===== src/cprs_pkg.sv =====
// Package with shared types, constants and helpers of the contiguous page run splitter.
package cprs_pkg;

  // Default sizing of the buffer and of the frame number space.
  localparam int unsigned MAX_PAGES_DEF  = 2048;
  localparam int unsigned FRAME_BITS_DEF = 40;

  // Fixed field widths of the items.
  localparam int unsigned FRAME_W = 40;
  localparam int unsigned START_W = 11;
  localparam int unsigned RUN_W   = 12;
  localparam int unsigned LOG2_W  = 4;

  // Largest set size exponent and the reset value of the register.
  localparam logic [LOG2_W-1:0] LOG2_LIMIT       = 4'd11;
  localparam logic [LOG2_W-1:0] MAX_SET_LOG2_RST = 4'd9;

  // Register indexes on the configuration port.
  localparam logic REG_MAX_SET_LOG2 = 1'b0;

  // One input item: a page of the buffer.
  typedef struct packed {
    logic [FRAME_W-1:0] frame_number;
    logic               last_page;
  } in_item_t;

  // One result item: a page set.
  typedef struct packed {
    logic [START_W-1:0] set_start;
    logic [RUN_W-1:0]   set_pages;
    logic               last_set;
    logic               overflow;
  } out_item_t;

  // Controller states.
  typedef enum logic [1:0] {
    ST_IDLE,
    ST_SEG_A,
    ST_SEG_B
  } ctrl_state_e;

  // Commands from the controller to the datapath.
  typedef struct packed {
    logic load;
    logic emit_a;
    logic emit_b;
  } dp_cmd_t;

  // Status from the datapath to the controller.
  typedef struct packed {
    logic a_go;
    logic b_go;
    logic a_done;
    logic b_done;
    logic b_left;
    logic out_free;
  } dp_status_t;

  // Largest power of two not above a length (zero for zero).
  function automatic logic [RUN_W-1:0] top_pow2(input logic [RUN_W-1:0] len);
    logic [RUN_W-1:0] res;
    res = '0;
    for (int i = 0; i < RUN_W; i++) begin
      if (len[i]) begin
        res = RUN_W'(1) << i;
      end
    end
    return res;
  endfunction

  // Limit the configured set size exponent.
  function automatic logic [LOG2_W-1:0] clamp_log2(input logic [LOG2_W-1:0] v);
    return (v > LOG2_LIMIT) ? LOG2_LIMIT : v;
  endfunction

endpackage


===== src/cprs_ctrl.sv =====
// Controller state machine that sequences item loads and set emission.
module cprs_ctrl (
  input  logic                 clk_i,
  input  logic                 rst_ni,
  input  logic                 in_valid_i,
  output logic                 in_ready_o,
  input  cprs_pkg::dp_status_t status_i,
  output cprs_pkg::dp_cmd_t    cmd_o
);
  import cprs_pkg::*;

  ctrl_state_e state_q, state_d;

  // State register.
  always_ff @(posedge clk_i or negedge rst_ni) begin
    if (!rst_ni) begin
      state_q <= ST_IDLE;
    end else begin
      state_q <= state_d;
    end
  end

  // Next state.
  always_comb begin
    state_d = state_q;
    case (state_q)
      ST_IDLE: begin
        if (in_valid_i) begin
          if (status_i.a_go) begin
            state_d = ST_SEG_A;
          end else if (status_i.b_go) begin
            state_d = ST_SEG_B;
          end
        end
      end
      ST_SEG_A: begin
        if (status_i.out_free && status_i.a_done) begin
          state_d = status_i.b_left ? ST_SEG_B : ST_IDLE;
        end
      end
      ST_SEG_B: begin
        if (status_i.out_free && status_i.b_done) begin
          state_d = ST_IDLE;
        end
      end
      default: state_d = ST_IDLE;
    endcase
  end

  // Outputs and datapath commands.
  always_comb begin
    in_ready_o = 1'b0;
    cmd_o      = '0;
    case (state_q)
      ST_IDLE: begin
        in_ready_o = 1'b1;
        cmd_o.load = in_valid_i;
      end
      ST_SEG_A: cmd_o.emit_a = status_i.out_free;
      ST_SEG_B: cmd_o.emit_b = status_i.out_free;
      default: ;
    endcase
  end

endmodule


===== src/cprs_datapath.sv =====
// Datapath with the run tracking state, the two pending segments and the output register.
module cprs_datapath #(
  parameter int unsigned MAX_PAGES  = cprs_pkg::MAX_PAGES_DEF,
  parameter int unsigned FRAME_BITS = cprs_pkg::FRAME_BITS_DEF
) (
  input  logic                                clk_i,
  input  logic                                rst_ni,
  input  cprs_pkg::in_item_t                  in_item_i,
  input  logic [cprs_pkg::LOG2_W-1:0]         max_set_log2_i,
  input  cprs_pkg::dp_cmd_t                   cmd_i,
  output cprs_pkg::dp_status_t                status_o,
  output logic                                out_valid_o,
  input  logic                                out_ready_i,
  output cprs_pkg::out_item_t                 out_item_o
);
  import cprs_pkg::*;

  localparam int unsigned PCW = $clog2(MAX_PAGES + 1);
  localparam int unsigned STW = (PCW > START_W) ? PCW : START_W;

  // Buffer state.
  logic [FRAME_BITS-1:0] expected_q, expected_d;
  logic [STW-1:0]        run_start_q, run_start_d;
  logic [RUN_W-1:0]      run_len_q, run_len_d;
  logic [PCW-1:0]        page_count_q, page_count_d;
  logic                  have_run_q, have_run_d;
  logic                  ovf_q, ovf_d;
  logic [LOG2_W-1:0]     chunk_log2_q, chunk_log2_d;

  // Segments of the current item and its flags.
  logic [STW-1:0]   a_start_q, a_start_d;
  logic [RUN_W-1:0] a_len_q, a_len_d;
  logic [STW-1:0]   b_start_q, b_start_d;
  logic [RUN_W-1:0] b_len_q, b_len_d;
  logic             last_q;
  logic             item_ovf_q;

  // Output register.
  logic      out_valid_q;
  out_item_t out_q;

  logic [FRAME_BITS-1:0] frame;
  logic                  in_range;
  logic                  cont;
  logic [LOG2_W-1:0]     chunk_lg;
  logic [RUN_W-1:0]      chunk_len;
  logic [RUN_W-1:0]      len1;
  logic [STW-1:0]        st1;
  logic [RUN_W-1:0]      a_pow;
  logic [RUN_W-1:0]      b_pow;

  // Work out the segments and the next buffer state for an arriving page.
  always_comb begin
    frame     = FRAME_BITS'(in_item_i.frame_number);
    in_range  = page_count_q < PCW'(MAX_PAGES);
    cont      = have_run_q && (frame == expected_q);
    chunk_lg  = (page_count_q == '0) ? clamp_log2(max_set_log2_i) : chunk_log2_q;
    chunk_len = RUN_W'(1) << chunk_lg;

    a_start_d    = run_start_q;
    a_len_d      = '0;
    b_start_d    = run_start_q;
    b_len_d      = '0;
    expected_d   = expected_q;
    run_start_d  = run_start_q;
    run_len_d    = run_len_q;
    page_count_d = page_count_q;
    have_run_d   = have_run_q;
    ovf_d        = ovf_q;
    chunk_log2_d = chunk_log2_q;
    len1         = run_len_q + RUN_W'(1);
    st1          = run_start_q;

    if (in_range) begin
      if (!cont) begin
        // A break flushes the open run and starts a new one here.
        a_len_d = run_len_q;
        len1    = RUN_W'(1);
        st1     = STW'(page_count_q);
      end
      if (len1 >= chunk_len) begin
        b_start_d   = st1;
        b_len_d     = chunk_len;
        run_start_d = st1 + STW'(chunk_len);
        run_len_d   = '0;
      end else begin
        run_start_d = st1;
        run_len_d   = len1;
        if (in_item_i.last_page) begin
          b_start_d = st1;
          b_len_d   = len1;
        end
      end
      expected_d   = frame + FRAME_BITS'(1);
      page_count_d = page_count_q + PCW'(1);
      have_run_d   = 1'b1;
      chunk_log2_d = chunk_lg;
    end else begin
      // Pages beyond capacity are dropped; the last mark still flushes.
      ovf_d = 1'b1;
      if (in_item_i.last_page) begin
        b_len_d = run_len_q;
      end
    end
  end

  assign a_pow = top_pow2(a_len_q);
  assign b_pow = top_pow2(b_len_q);

  // Buffer state registers, cleared at the end of each buffer.
  always_ff @(posedge clk_i or negedge rst_ni) begin
    if (!rst_ni) begin
      expected_q   <= '0;
      run_start_q  <= '0;
      run_len_q    <= '0;
      page_count_q <= '0;
      have_run_q   <= 1'b0;
      ovf_q        <= 1'b0;
      chunk_log2_q <= '0;
    end else if (cmd_i.load) begin
      if (in_item_i.last_page) begin
        expected_q   <= '0;
        run_start_q  <= '0;
        run_len_q    <= '0;
        page_count_q <= '0;
        have_run_q   <= 1'b0;
        ovf_q        <= 1'b0;
        chunk_log2_q <= '0;
      end else begin
        expected_q   <= expected_d;
        run_start_q  <= run_start_d;
        run_len_q    <= run_len_d;
        page_count_q <= page_count_d;
        have_run_q   <= have_run_d;
        ovf_q        <= ovf_d;
        chunk_log2_q <= chunk_log2_d;
      end
    end
  end

  // Segment registers: loaded with the item, consumed one set at a time.
  always_ff @(posedge clk_i or negedge rst_ni) begin
    if (!rst_ni) begin
      a_len_q <= '0;
      b_len_q <= '0;
    end else if (cmd_i.load) begin
      a_len_q <= a_len_d;
      b_len_q <= b_len_d;
    end else if (cmd_i.emit_a) begin
      a_len_q <= a_len_q ^ a_pow;
    end else if (cmd_i.emit_b) begin
      b_len_q <= b_len_q ^ b_pow;
    end
  end

  always_ff @(posedge clk_i) begin
    if (cmd_i.load) begin
      a_start_q  <= a_start_d;
      b_start_q  <= b_start_d;
      last_q     <= in_item_i.last_page;
      item_ovf_q <= ovf_d;
    end else if (cmd_i.emit_a) begin
      a_start_q <= a_start_q + STW'(a_pow);
    end else if (cmd_i.emit_b) begin
      b_start_q <= b_start_q + STW'(b_pow);
    end
  end

  // Output register and its valid flag.
  always_ff @(posedge clk_i or negedge rst_ni) begin
    if (!rst_ni) begin
      out_valid_q <= 1'b0;
    end else if (cmd_i.emit_a || cmd_i.emit_b) begin
      out_valid_q <= 1'b1;
    end else if (out_ready_i) begin
      out_valid_q <= 1'b0;
    end
  end

  always_ff @(posedge clk_i) begin
    if (cmd_i.emit_a) begin
      out_q.set_start <= START_W'(a_start_q);
      out_q.set_pages <= a_pow;
      out_q.last_set  <= last_q && (a_len_q == a_pow) && (b_len_q == '0);
      out_q.overflow  <= item_ovf_q;
    end else if (cmd_i.emit_b) begin
      out_q.set_start <= START_W'(b_start_q);
      out_q.set_pages <= b_pow;
      out_q.last_set  <= last_q && (b_len_q == b_pow);
      out_q.overflow  <= item_ovf_q;
    end
  end

  // Status for the controller.
  always_comb begin
    status_o.a_go     = a_len_d != '0;
    status_o.b_go     = b_len_d != '0;
    status_o.a_done   = a_len_q == a_pow;
    status_o.b_done   = b_len_q == b_pow;
    status_o.b_left   = b_len_q != '0;
    status_o.out_free = !out_valid_q || out_ready_i;
  end

  assign out_valid_o = out_valid_q;
  assign out_item_o  = out_q;

endmodule


===== src/contiguous_page_run_splitter.sv =====
// A page is accepted only while no page sets of the previous page are still waiting to be emitted.
// Most pages continue a run and cause no set, so they are taken every cycle.
// The first set of a page goes from the segment registers into the output register once that register is free.
// The set rate is set by the output register, which is loaded with one set per cycle while it is empty or read.
// Reset clears the run state and the controller and sets max_set_log2 to nine.
// Top level of the contiguous page run splitter with its configuration register.
module contiguous_page_run_splitter #(
  parameter int unsigned MAX_PAGES  = cprs_pkg::MAX_PAGES_DEF,
  parameter int unsigned FRAME_BITS = cprs_pkg::FRAME_BITS_DEF
) (
  input  logic                clk_i,
  input  logic                rst_ni,
  input  logic                in_valid_i,
  output logic                in_ready_o,
  input  cprs_pkg::in_item_t  in_item_i,
  output logic                out_valid_o,
  input  logic                out_ready_i,
  output cprs_pkg::out_item_t out_item_o,
  input  logic                psel,
  input  logic                penable,
  input  logic                pwrite,
  input  logic [2:0]          paddr,
  input  logic [31:0]         pwdata,
  output logic [31:0]         prdata,
  output logic                pready
);
  import cprs_pkg::*;

  logic [LOG2_W-1:0] max_set_log2_q;
  dp_cmd_t           cmd;
  dp_status_t        status;

  // Configuration register, written in the access cycle.
  always_ff @(posedge clk_i or negedge rst_ni) begin
    if (!rst_ni) begin
      max_set_log2_q <= MAX_SET_LOG2_RST;
    end else if (psel && penable && pwrite && (paddr[2] == REG_MAX_SET_LOG2)) begin
      max_set_log2_q <= pwdata[LOG2_W-1:0];
    end
  end

  // Register read-back.
  always_comb begin
    prdata = '0;
    if (paddr[2] == REG_MAX_SET_LOG2) begin
      prdata = 32'(max_set_log2_q);
    end
  end

  assign pready = 1'b1;

  cprs_ctrl u_ctrl (
    .clk_i      (clk_i),
    .rst_ni     (rst_ni),
    .in_valid_i (in_valid_i),
    .in_ready_o (in_ready_o),
    .status_i   (status),
    .cmd_o      (cmd)
  );

  cprs_datapath #(
    .MAX_PAGES  (MAX_PAGES),
    .FRAME_BITS (FRAME_BITS)
  ) u_datapath (
    .clk_i          (clk_i),
    .rst_ni         (rst_ni),
    .in_item_i      (in_item_i),
    .max_set_log2_i (max_set_log2_q),
    .cmd_i          (cmd),
    .status_o       (status),
    .out_valid_o    (out_valid_o),
    .out_ready_i    (out_ready_i),
    .out_item_o     (out_item_o)
  );

endmodule

===== config.mk =====
export PLATFORM = sky130hd
export DESIGN_NAME = contiguous_page_run_splitter
export DESIGN_NICKNAME = d
export VERILOG_FILES = /design/src/cprs_pkg.sv /design/src/cprs_ctrl.sv /design/src/cprs_datapath.sv /design/src/contiguous_page_run_splitter.sv
export SDC_FILE = /design/constraint.sdc
export NUM_CORES = 1
export LEC_CHECK = 0
export BUFFER_PORTS_ARGS = -buffer_cell sky130_fd_sc_hd__buf_2
export CAP_MARGIN = 0
export CORE_UTILIZATION = 59
export DETAILED_ROUTE_END_ITERATION = 16
export GPL_TIMING_DRIVEN = 0
export HOLD_SLACK_MARGIN = 0.08
export PLACE_DENSITY_LB_ADDON = 0.3
export SLEW_MARGIN = 10
export SYNTH_ARGS = -nofsm -noshare
export SYNTH_HDL_FRONTEND = slang
export SYNTH_SLANG_ARGS = --single-unit

===== constraint.sdc =====
create_clock -name clk_i -period 5 [get_ports clk_i]
set_input_delay 0 -clock clk_i [delete_from_list [all_inputs] [get_ports clk_i]]
set_output_delay 0 -clock clk_i [all_outputs]
set_load 0.1 [all_outputs]

==> flow_summary.yaml <==
pwr:
  power_mw: 7.140
  pwr-share-seq_pct: 30.5
  p_clk_share_pct: 19.0
  power_density_nw_per_um2: 529.2
  p_leak_nw: 6.080
  p_sw_mw: 3.456
  ir_worst_vdd_mv: 0.3093
  switching_share_pct: 48.41
  p_int_mw: 3.684
  p_comb_share_pct: 50.5
placed_design:
  place_congestion: 0.9540
  port_buffers: 81
  placedCellCount: 1651
  dpl.hpwl_um: 23310
detailed_routing:
  drt_iter0_drc: 1094
  routedWlPerCell_um: 19.09
  postRouteAntennaNets: 0
  route.detailed.drc: 0
  vias_per_cell: 6.167
  wirelength_um: 33450
  num_vias: 10804
  firstDrtPassIters: 5
cts:
  path_clk_slew_ns: 0.07
  clock_path_buffers: 2
  cts-root-buf: "clkbuf_16"
  clk_latency_ns: 0.44
  cts_sinks: 161
  cts_tree: "yes"
  htree_num_levels: 4
  numCtsBuffers: 17
setup_path:
  crit_fanout: 19
  crit_arrival_ns: 5.14
  r2r_cells: 18
  required_ns: 5.32
  r2r-end: "u_ctrl.state_q[1]$_DFFE_PN0P_"
  cp_slowest_cell: "dfrtp_1"
  rr_startpoint: "u_datapath.expected_q[25]$_DFFE_PN0P_"
  crit_path_end_kind: "flip-flop"
  cp-start-kind: "flip-flop"
  r2r_setup_slack_ns: 0.18
  max_stage_delay_ns: 0.42
  crit_end: "u_ctrl.state_q[1]$_DFFE_PN0P_"
  cpMostUsedCell: "nand4_1"
  cp_cell_sequence: "xnor2_1 -> nand4_1 -> nor4_1 -> nand4_1 -> buf_4 -> buf_2 -> nor2_1 -> ha_1 -> a21o_1 -> a211o_1 -> a2111oi_4 -> a211oi_4 -> and2_1 -> buf_6 -> a211oi_2 -> nand4_1 -> nor4_2 -> nor3_1"
  cp-startpoint: "u_datapath.expected_q[25]$_DFFE_PN0P_"
  crit_type: "reg2reg"
final_layout:
  final_common_cell: "nand2_1"
  finalNetCount: 1637
  regArea_um2: 4277
  insertedDiodeCount: 0
  final_cell_mix: "nand2_1 (171), o21ai_0 (120), dfrtp_1 (110)"
  fillers: 1395
  final_cells: 1752
  drive_gt1_share_pct: 13.04
  multi_input_area_um2: 6459
  synthToLayoutAreaGrowth_pct: 19.96
logic_synthesis:
  synth_top_cell_by_area: "dfrtp_1"
  avgSynthCellArea_um2: 8.598
  synth_top_area_share_pct: 24.48
  yosysWarningCount: 0
  synth_enable_flop_cells: 49
  ys_seq_elements: 161
  yosysSeqAreaShare_pct: 38.03
  async_flop_share_pct: 69.57
  synth_area_leaders: "dfrtp_1 (24%), edfxtp_1 (13%), xnor2_1 (6.0%)"
  synth-main-ff-cell: "dfrtp_1"
  synth.distinct_cells: 69
  synthesis.area_um2: 11250
  synth_cells: 1308
timing:
  setup_violations: 0
  timing.slew.headroom_pct: 35.98
  fin_skew_ns: 0.01085
  fin_crit_sh_pct: 96.50
  fmax_mhz: 207.3
  layout_min_cycle_time_ns: 4.825
  finalHoldViolCount: 0
  tightest_slew_ns: 0.9580
  slew_viol_final: 0
  fin_tns_setup_ns: 0
floorplanning:
  initial_core_util_pct: 60.12
  die_x_um: 140.1
  die_h_um: 140.1
  dieArea_um2: 19620
  num_rows: 50
  pin_count: 143
  core_region_area_um2: 18710
run:
  maxCapViolCount: 0
grt:
  grt_first_pass_wirelength_um: 52610
  grt_pass1_vias: 10230
  antenna_found_initial: 0
  grt_usage_pct: 34.51
  grt_overflow_total: 0
  grt_max_degree: 87
min_path:
  hold_class: "in2async"
run_status:
  status: "complete, no violations"
## final cells by class
type / instances / share of cell area, %
sequential: 161 / 31.70
buffer: 101 / 3.840
inverter: 52 / 1.447
timing repair buffer: 152 / 8.505
clock buffer: 18 / 3.339
multi-input combinational: 1020 / 47.88
tap: 234 / 2.170
clock inverter: 14 / 1.122
## power groups by stage
stage               Clock, mW  Sequential [mW]  Combinational [mW]
finish                   1.36             2.18                3.60
global route             1.41             2.22                3.86
CTS                      1.36             2.15                3.48
detailed placement          0             2.17                3.39
global placement            0             2.15                3.33
floorplan                   0             2.79                1.97
## worst min-delay path by stage
| stage | start | to | slack, ns | cells past startpoint |
|---|---|---|---|---|
| 6_report | rst_ni | u_datapath.expected_q[26]$_DFFE_PN0P_ | 0.08 | 3 |
| 5_1_grt | rst_ni | u_datapath.expected_q[23]$_DFFE_PN0P_ | 0.10 | 3 |
| 4_1_cts | rst_ni | u_datapath.expected_q[24]$_DFFE_PN0P_ | 0.08 | 3 |
| 3_5_place_dp | rst_ni | u_datapath.expected_q[24]$_DFFE_PN0P_ | -0.11 | 1 |
| 3_3_place_gp | pwdata[2] | max_set_log2_q[2]$_DFFE_PN0P_ | 0.23 | 2 |
| 2_1_floorplan | rst_ni | max_set_log2_q[1]$_DFFE_PN0P_ | -0.30 | 0 |
## critical path, delay by kind of cell (launching register included)
| family | cells | cell delay (ns) |
|---|---|---|
| AOI/OAI and AO/OA | 5 | 1.45 |
| adders and majority gates | 1 | 0.26 |
| buffers and inverters | 3 | 0.70 |
| and+or+nand+nor | 8 | 1.52 |
| DFF | 1 | 0.42 |
| xor gates and xnor gates | 1 | 0.35 |
## logic make-up (layout without fill, tap and decap cells)
kind of cell	count (synthesis)	after routing	share of synthesized area (%)
and+or+nand+nor	497	497	21.48
xor gates and xnor gates	108	108	8.411
adders and majority gates	51	51	5.830
buffers and inverters	154	337	6.331
muxes	35	35	3.282
DFF	161	161	38.03
AOI/OAI and AO/OA	300	300	16.57
other	2	29	0.06678
## per-layer routing
metal / GRT usage [%] / wire length [um] / vias to the layer above
met1: 45.21 / 13580 / 5048
li1: - / - / 4995
met5: 0 / 0 / -
met4: 16.43 / 1402 / 0
met3: 7.077 / 3072 / 126
met2: 54.87 / 15400 / 635
## state kept, by name, indices dropped and copies added, names as in the netlist, 2 cells and up
register	cells
max_set_log2_q	4
u_ctrl.state_q	2
u_datapath.a_len_q	12
u_datapath.a_start_d	11
u_datapath.a_start_q	11
u_datapath.b_len_q	12
u_datapath.b_start_q	11
u_datapath.chunk_log2_q	4
u_datapath.expected_q	40
u_datapath.out_item_o	25
u_datapath.page_count_q	12
u_datapath.run_len_q	12
## cell usage after synthesis, types with 31 or more instances
library cell and instances:
edfxtp_1 49, ha_1 46, nand4_1 34, nand2_1 171
xnor2_1 77, xor2_1 31, dfrtp_1 110, clkbuf_1 59
nand3_1 41, inv_1 51, o21ai_0 120, nor2_1 99
a21oi_1 63
## per-stage QoR
stage          util [%]  hold slack (ns)  instance area, um2  setup WS (ns)
6_report          72.12          0.07612               13490         0.1752
5_1_grt           72.12           0.1026               13490       -0.03056
4_1_cts           71.83          0.08235               13440        0.04446
3_5_place_dp      64.58          -0.1100               12080        -0.2005
3_3_place_gp      64.39           0.2350               12050        -0.1843
2_1_floorplan         -          -0.2956               11350         0.9152
## timing repair
| item | CTS | global route |
|---|---|---|
| endpoints found under the setup margin | 14 | 43 |
| setup buffers | 1 | 0 |
| hold buffers | 69 | 0 |
| gates resized for setup | 8 | 14 |
| hold endpoints to repair | 156 | 0 |
| pin swaps | 1 | 2 |
No activity file was read; power rests on OpenSTA's default activity.
